**config.mk**
```make
export PLATFORM = sky130hd
export DESIGN_NAME = hsst_hash_flat
export DESIGN_NICKNAME = d
export VERILOG_FILES = /design/src/design/hsst_pkg.sv /design/src/design/hsst_if.sv /design/src/design/hsst_hash.sv /design/src/flat_wrapper.sv
export SDC_FILE = /design/constraint.sdc
export NUM_CORES = 1
export LEC_CHECK = 0
export BUFFER_PORTS_ARGS = -buffer_cell sky130_fd_sc_hd__buf_2
export CORE_ASPECT_RATIO = 1.25
export CORE_MARGIN = 5
export CORE_UTILIZATION = 35
export DETAILED_ROUTE_END_ITERATION = 10
export PLACE_DENSITY = 0.56
export SETUP_SLACK_MARGIN = 0.02
export SYNTH_ARGS = -nofsm -noshare
export SYNTH_HDL_FRONTEND = slang
export SYNTH_SLANG_ARGS = --single-unit
```
**constraint.sdc**
```tcl
create_clock -name clk -period 15.7 [get_ports clk]
set_input_delay 1.57 -clock clk [delete_from_list [all_inputs] [get_ports clk]]
set_output_delay 1.57 -clock clk [all_outputs]
set_load 0.02 [all_outputs]
```
**src/design/hsst_pkg.sv**
```systemverilog
package hsst_pkg;

	// default sizing for the top level
	localparam int TABLE_SIZE_DEF   = 499;
	localparam int MAX_NAME_LEN_DEF = 255;
	localparam int HANDLE_WIDTH_DEF = 16;

	// fixed hash constants
	localparam int CHAR_W     = 7;
	localparam int POS_OFFSET = 222;
	localparam int HASH_SHIFT = 4;

	// request operation
	typedef enum logic {
		OP_INSERT = 1'b0,
		OP_LOOKUP = 1'b1
	} op_t;

	// finished name from the hash unit to the table
	typedef struct packed {
		logic valid;
		logic lookup;
	} name_ctl_t;

	// table status back to the hash unit
	typedef struct packed {
		logic take;
		logic clearing;
	} table_stat_t;

endpackage

```
**src/design/hsst_if.sv**
```systemverilog
// character request channel
interface hsst_chars_if #(
	parameter int HANDLE_WIDTH = hsst_pkg::HANDLE_WIDTH_DEF
) ();
	logic                        valid;
	logic                        ready;
	logic                        operation;
	logic [hsst_pkg::CHAR_W-1:0] char_code;
	logic                        is_last;
	logic [HANDLE_WIDTH-1:0]     symbol_handle;

	modport source (output valid, operation, char_code, is_last, symbol_handle, input ready);
	modport sink   (input valid, operation, char_code, is_last, symbol_handle, output ready);
endinterface


```
**src/design/hsst_hash.sv**
```systemverilog
// Running name hash: product, reciprocal reduction, then the hash register.
module hsst_hash #(
	parameter int TABLE_SIZE   = hsst_pkg::TABLE_SIZE_DEF,
	parameter int MAX_NAME_LEN = hsst_pkg::MAX_NAME_LEN_DEF,
	parameter int HANDLE_WIDTH = hsst_pkg::HANDLE_WIDTH_DEF,
	parameter int IDX_W        = $clog2(TABLE_SIZE)
) (
	input  logic                  clk,
	input  logic                  arst_n,
	hsst_chars_if.sink            chars,
	input  hsst_pkg::table_stat_t stat,
	output hsst_pkg::name_ctl_t   ctl,
	output logic [IDX_W-1:0]      idx,
	output logic [HANDLE_WIDTH-1:0] handle
);

	localparam int PW = $clog2(MAX_NAME_LEN + 1);
	localparam int XW = hsst_pkg::CHAR_W + IDX_W;
	// exact reciprocal for x < 2**XW
	localparam int SH = XW + IDX_W;
	localparam longint unsigned RECIP_L =
		((64'd1 << SH) + 64'(TABLE_SIZE) - 64'd1) / 64'(TABLE_SIZE);
	localparam int MW = XW + 2;
	localparam int RW = XW + MW;
	localparam logic [MW-1:0]    RECIP  = MW'(RECIP_L);
	localparam logic [XW-1:0]    T_X    = XW'(TABLE_SIZE);
	localparam logic [IDX_W:0]   T_H    = (IDX_W + 1)'(TABLE_SIZE);
	localparam logic [IDX_W-1:0] K0     = IDX_W'(hsst_pkg::POS_OFFSET % TABLE_SIZE);
	localparam logic [IDX_W-1:0] K_LAST = IDX_W'(TABLE_SIZE - 1);
	localparam logic [PW-1:0]    POS_MAX = PW'(MAX_NAME_LEN);

	logic                  accept;
	logic                  en1, en2, en3, en4, adv4;
	logic [PW-1:0]         pos_q;
	logic [IDX_W-1:0]      k_q;
	logic [IDX_W-1:0]      h_q;
	logic [IDX_W-1:0]      h_new;
	logic [IDX_W:0]        acc;

	logic                  v_s1, v_s2, v_s3, v_s4;
	logic                  last_s1, last_s2, last_s3, last_s4;
	logic                  lookup_s1, lookup_s2, lookup_s3, lookup_s4;
	logic [HANDLE_WIDTH-1:0] handle_s1, handle_s2, handle_s3, handle_s4;
	logic [hsst_pkg::CHAR_W-1:0] c_s1;
	logic [IDX_W-1:0]      k_s1;
	logic [XW-1:0]         x_s2, x_s3;
	logic [XW-1:0]         q_s3;
	logic [IDX_W-1:0]      p_s4;

	// stage enables: a stage loads when empty or when it drains
	assign adv4 = v_s4 && (!last_s4 || stat.take);
	assign en4  = !v_s4 || adv4;
	assign en3  = !v_s3 || en4;
	assign en2  = !v_s2 || en3;
	assign en1  = !v_s1 || en2;

	assign chars.ready = en1 && !stat.clearing;
	assign accept      = chars.valid && chars.ready;

	// position and (position + offset) mod size, both saturating together
	always_ff @(posedge clk or negedge arst_n) begin
		if (!arst_n) begin
			pos_q <= '0;
			k_q   <= K0;
		end else if (accept) begin
			if (chars.is_last) begin
				pos_q <= '0;
				k_q   <= K0;
			end else if (pos_q < POS_MAX) begin
				pos_q <= pos_q + PW'(1);
				k_q   <= (k_q == K_LAST) ? '0 : k_q + IDX_W'(1);
			end
		end
	end

	// valid bits and hash register
	always_ff @(posedge clk or negedge arst_n) begin
		if (!arst_n) begin
			v_s1 <= 1'b0;
			v_s2 <= 1'b0;
			v_s3 <= 1'b0;
			v_s4 <= 1'b0;
			h_q  <= '0;
		end else begin
			if (en1) v_s1 <= accept;
			if (en2) v_s2 <= v_s1;
			if (en3) v_s3 <= v_s2;
			if (en4) v_s4 <= v_s3;
			if (adv4) h_q <= last_s4 ? '0 : h_new;
		end
	end

	// datapath stages
	always_ff @(posedge clk) begin
		if (en1) begin
			c_s1      <= chars.char_code;
			k_s1      <= k_q;
			last_s1   <= chars.is_last;
			lookup_s1 <= (chars.operation == hsst_pkg::OP_LOOKUP);
			handle_s1 <= chars.symbol_handle;
		end
		// character times position weight
		if (en2) begin
			x_s2      <= XW'(c_s1) * XW'(k_s1);
			last_s2   <= last_s1;
			lookup_s2 <= lookup_s1;
			handle_s2 <= handle_s1;
		end
		// quotient by reciprocal
		if (en3) begin
			q_s3      <= XW'((RW'(x_s2) * RW'(RECIP)) >> SH);
			x_s3      <= x_s2;
			last_s3   <= last_s2;
			lookup_s3 <= lookup_s2;
			handle_s3 <= handle_s2;
		end
		// remainder
		if (en4) begin
			p_s4      <= IDX_W'(x_s3 - q_s3 * T_X);
			last_s4   <= last_s3;
			lookup_s4 <= lookup_s3;
			handle_s4 <= handle_s3;
		end
	end

	// (h << 4 + p) mod size by modular doublings and one modular add
	always_comb begin
		acc = {1'b0, h_q};
		for (int i = 0; i < hsst_pkg::HASH_SHIFT; i++) begin
			acc = {acc[IDX_W-1:0], 1'b0};
			if (acc >= T_H) acc = acc - T_H;
		end
		acc = acc + {1'b0, p_s4};
		if (acc >= T_H) acc = acc - T_H;
		h_new = acc[IDX_W-1:0];
	end

	// finished name toward the table
	assign ctl.valid  = v_s4 && last_s4;
	assign ctl.lookup = lookup_s4;
	assign idx        = h_new;
	assign handle     = handle_s4;

endmodule

```
**src/flat_wrapper.sv**
```systemverilog
// flat-port wrapper written by rule: the top's interface ports become plain ports
module hsst_hash_flat 
#(
	parameter int TABLE_SIZE   = hsst_pkg::TABLE_SIZE_DEF,
	parameter int MAX_NAME_LEN = hsst_pkg::MAX_NAME_LEN_DEF,
	parameter int HANDLE_WIDTH = hsst_pkg::HANDLE_WIDTH_DEF,
	parameter int IDX_W        = $clog2(TABLE_SIZE)
)
  (clk, arst_n, stat, ctl, idx, handle, chars_valid, chars_operation, chars_char_code, chars_is_last, chars_symbol_handle, chars_ready);
  hsst_chars_if #(.HANDLE_WIDTH(HANDLE_WIDTH)) chars_i ();
  input  logic clk;
  input  logic arst_n;
  input  hsst_pkg::table_stat_t stat;
  output hsst_pkg::name_ctl_t ctl;
  output logic [IDX_W-1:0] idx;
  output logic [HANDLE_WIDTH-1:0] handle;
  input wire logic [$bits(chars_i.valid)-1:0] chars_valid;
  input wire logic [$bits(chars_i.operation)-1:0] chars_operation;
  input wire logic [$bits(chars_i.char_code)-1:0] chars_char_code;
  input wire logic [$bits(chars_i.is_last)-1:0] chars_is_last;
  input wire logic [$bits(chars_i.symbol_handle)-1:0] chars_symbol_handle;
  output wire logic [$bits(chars_i.ready)-1:0] chars_ready;
  assign chars_i.valid = chars_valid;
  assign chars_i.operation = chars_operation;
  assign chars_i.char_code = chars_char_code;
  assign chars_i.is_last = chars_is_last;
  assign chars_i.symbol_handle = chars_symbol_handle;
  assign chars_ready = chars_i.ready;
  hsst_hash #(.TABLE_SIZE(TABLE_SIZE), .MAX_NAME_LEN(MAX_NAME_LEN), .HANDLE_WIDTH(HANDLE_WIDTH), .IDX_W(IDX_W)) u_core (.clk(clk), .arst_n(arst_n), .chars(chars_i), .stat(stat), .ctl(ctl), .idx(idx), .handle(handle));
endmodule
```
==> impl_metrics.ini <==
[yosys]
syn-num-nets = 1568
synth_enable_flop_cells = 130
synth_warnings = 0
postSynthRegisterBits = 160
ys.flop_type = sky130_fd_sc_hd__edfxtp_1
syn_area_per_cell_sq_um = 11.0
summed_instance_area_of_the_synthesized_netlist_sq_um = 13500
yosys.cell_types.count = 83
post_synth_arst_share_pct = 18.8
yosysSeqAreaShare_pct = 34.4
synth_cells = 1235

[timing]
post-route-period-util_pct = 71.1
fmax_ghz = 0.0896
relative_slew_margins_pct = 21.9
timing_worst_slew_pin_value_ns = 1.16
finalClockSkew_ns = 0.00924
timing.final.setup_violations = 0
shortest_clock_period_the_worst_path_allows_after_layout_ns = 11.16
finalHoldViolations = 0
totalNegativeSetupSlack_ns = 0
timing_max_transition_violations_final = 0
rsz0062_at_grt = no

[clock_network]
post_cts_hold_buffer_count = 0
tritoncts.num_buffers = 17
htreeDepth = 4
cts_root_buf = sky130_fd_sc_hd__clkbuf_16
cts_tree = yes
tritoncts_num_sinks = 160
post_cts_resized = 0
worst_setup_hold_path_clk_slew_ns = 0.07
max-clock-path-buffers = 2
clk_latency_ns = 0.43
cts_post_setup_buffers_inserted = 0

[die]
placement_rows = 80
initial_utilization_pct = 35.4
die_w_microns = 186
die_area_sq_um = 42800
num_io_pins = 58
core_area_sq_um = 38200
die_height_microns = 230

[final_layout]
layout.nets = 1623
layout.core_utilization_pct = 39.1
ff_latch_area_sq_um = 4660
multi_input_comb_area_sq_um = 7950
final_design_area_no_fill_sq_um = 15000
area_overhead_of_the_layout_relative_to_synthesis_pct = 10.4
layout_cells_sized_above_1_pct = 9.75
n_antenna_cell = 0
fillers = 3745
final-instance-count-excl-fill = 1795

[worst_setup_path]
crit_path_class = reg -> out
crit_path_frequent_cell = sky130_fd_sc_hd__ha_1
start_kind = register
required_ns = 14.13
critical_path.max_stage_delay_ns = 0.60
timing.critical_path.to_type = output pin
cp_top_family = simple AND/OR/NAND/NOR gates
ff2ff_setup_slack_ns = 6.29
cp_max_fo = 18
worst_ep_arrival_time_ns = 9.59
critPathBufInv = 4
critPathSlowestCell = sky130_fd_sc_hd__or4_4

[min_path]
hold_path_class = reg -> reg

[drt]
met1_wl_microns = 11100
drt_iter0_drc = 345
route.final.wire_length_microns = 26900
met2RoutedLength_microns = 14500
detailroute.wirelength.met3_microns = 738
detail-route-antenna-nets = 0
detail_route.vias_per_cell = 4.90
dr.pass1.iters = 5
top_layer_used = met4
average_wire_length_per_cell_after_detail_routing_microns = 15.0
drcViolationCount = 0
vias = 8798

[grt]
vias_in_the_first_global_route = 9177
wire_length_of_the_first_global_routing_pass_microns = 45200
pin_count_of_the_biggest_net_entering_global_routing = 36
grt.overflow.total = 0
grt_antenna_before_repair = 0
grtUsageTotal_pct = 13.0

[place]
place_area_sq_um = 14400
hpwl_microns = 21900
placement.io_buffers = 57
place.gp.congestion = 0.815
dp.cells = 1763

[run]
drv.max_cap_violation_count = 0

[outcome]
status = finished, final reports clean
==> cells by family after synthesis <==
logic type      synth area share (%)
xor+xnor                        4.19
fa+ha+maj                       33.7
buf+inv                         7.03
compound gates                  9.99
mux                             1.03
simple gates                    9.60
flops                           34.4
==> state kept, by name, indices dropped and copies added, names as in the netlist, 16 cells and up <==
name,cells
u_core.handle,16
u_core.handle_s1,16
u_core.handle_s2,16
u_core.handle_s3,16
u_core.x_s2,16
==> synth_stat cells (14+ instances only) <==
cell type / count / area (sq um)
sky130_fd_sc_hd__nand2_1: 84 / 315
sky130_fd_sc_hd__a21o_1: 18 / 135
sky130_fd_sc_hd__a21oi_1: 43 / 215
sky130_fd_sc_hd__fa_1: 104 / 2080
sky130_fd_sc_hd__inv_1: 222 / 833
sky130_fd_sc_hd__xnor2_1: 48 / 420
sky130_fd_sc_hd__xor2_1: 15 / 131
sky130_fd_sc_hd__dfrtp_1: 24 / 601
sky130_fd_sc_hd__nor3_1: 21 / 105
sky130_fd_sc_hd__o21ai_0: 37 / 185
sky130_fd_sc_hd__and2_1: 34 / 213
sky130_fd_sc_hd__edfxtp_1: 130 / 3900
sky130_fd_sc_hd__nor2_1: 40 / 150
sky130_fd_sc_hd__ha_1: 199 / 2490
sky130_fd_sc_hd__nand3_1: 14 / 70.1
sky130_fd_sc_hd__clkbuf_1: 15 / 56.3
==> layout make-up <==
cell class                 count  area share [%]
clock inverter                14           0.987
sequential                   160            31.2
timing repair buffer          61            2.11
multi-input combinational    827            53.1
inverter                     223            5.61
tap                          492            4.12
clock buffer                  18            2.87
==> path summary, 6_finish.rpt <==
check / start / endpoint / depth (start not counted)
worst max-delay path: u_core.h_q[1]$_DFFE_PN0P_ / idx[1] / 32
worst min-delay path: u_core.handle_s2[6]$_DFFE_PP_ / u_core.handle_s3[6]$_DFFE_PP_ / 0
worst max register to register: u_core.h_q[1]$_DFFE_PN0P_ / u_core.h_q[2]$_DFFE_PN0P_ / 32
worst min register to register: u_core.handle_s2[6]$_DFFE_PP_ / u_core.handle_s3[6]$_DFFE_PP_ / 0
max in group asynchronous: arst_n / u_core.h_q[3]$_DFFE_PN0P_ / 1
min in group asynchronous: arst_n / u_core.pos_q[7]$_DFFE_PN0P_ / 1
==> layer usage <==
metal / vias to the layer above / GRT usage [%]
met3: 35 / 2.31
met5: - / 0
met1: 4305 / 15.2
met4: 0 / 3.46
met2: 133 / 24.2
li1: 4325 / -
==> placed cells by master, fill, tap and decap left out, drive strengths merged, types with 40 or more instances in the layout <==
master | netlist | final
a21oi | 44 | 44
buf | 10 | 61
edfxtp | 130 | 130
fa | 104 | 104
ha | 199 | 199
inv | 223 | 231
nand2 | 84 | 84
nor2 | 40 | 40
o21ai | 40 | 40
xnor2 | 48 | 48
==> per-stage QoR <==
step                hold slack, ns  worst slack (ns)
floorplan                    0.400              6.15
global placement             0.401              5.29
detailed placement           0.405              5.06
CTS                          0.414              4.53
global route                 0.416              3.84
finish                       0.412              4.54
Power is left out: the tool's default activity adds up to more than one toggle a clock period on the data nets, which glitch-free logic cannot reach.
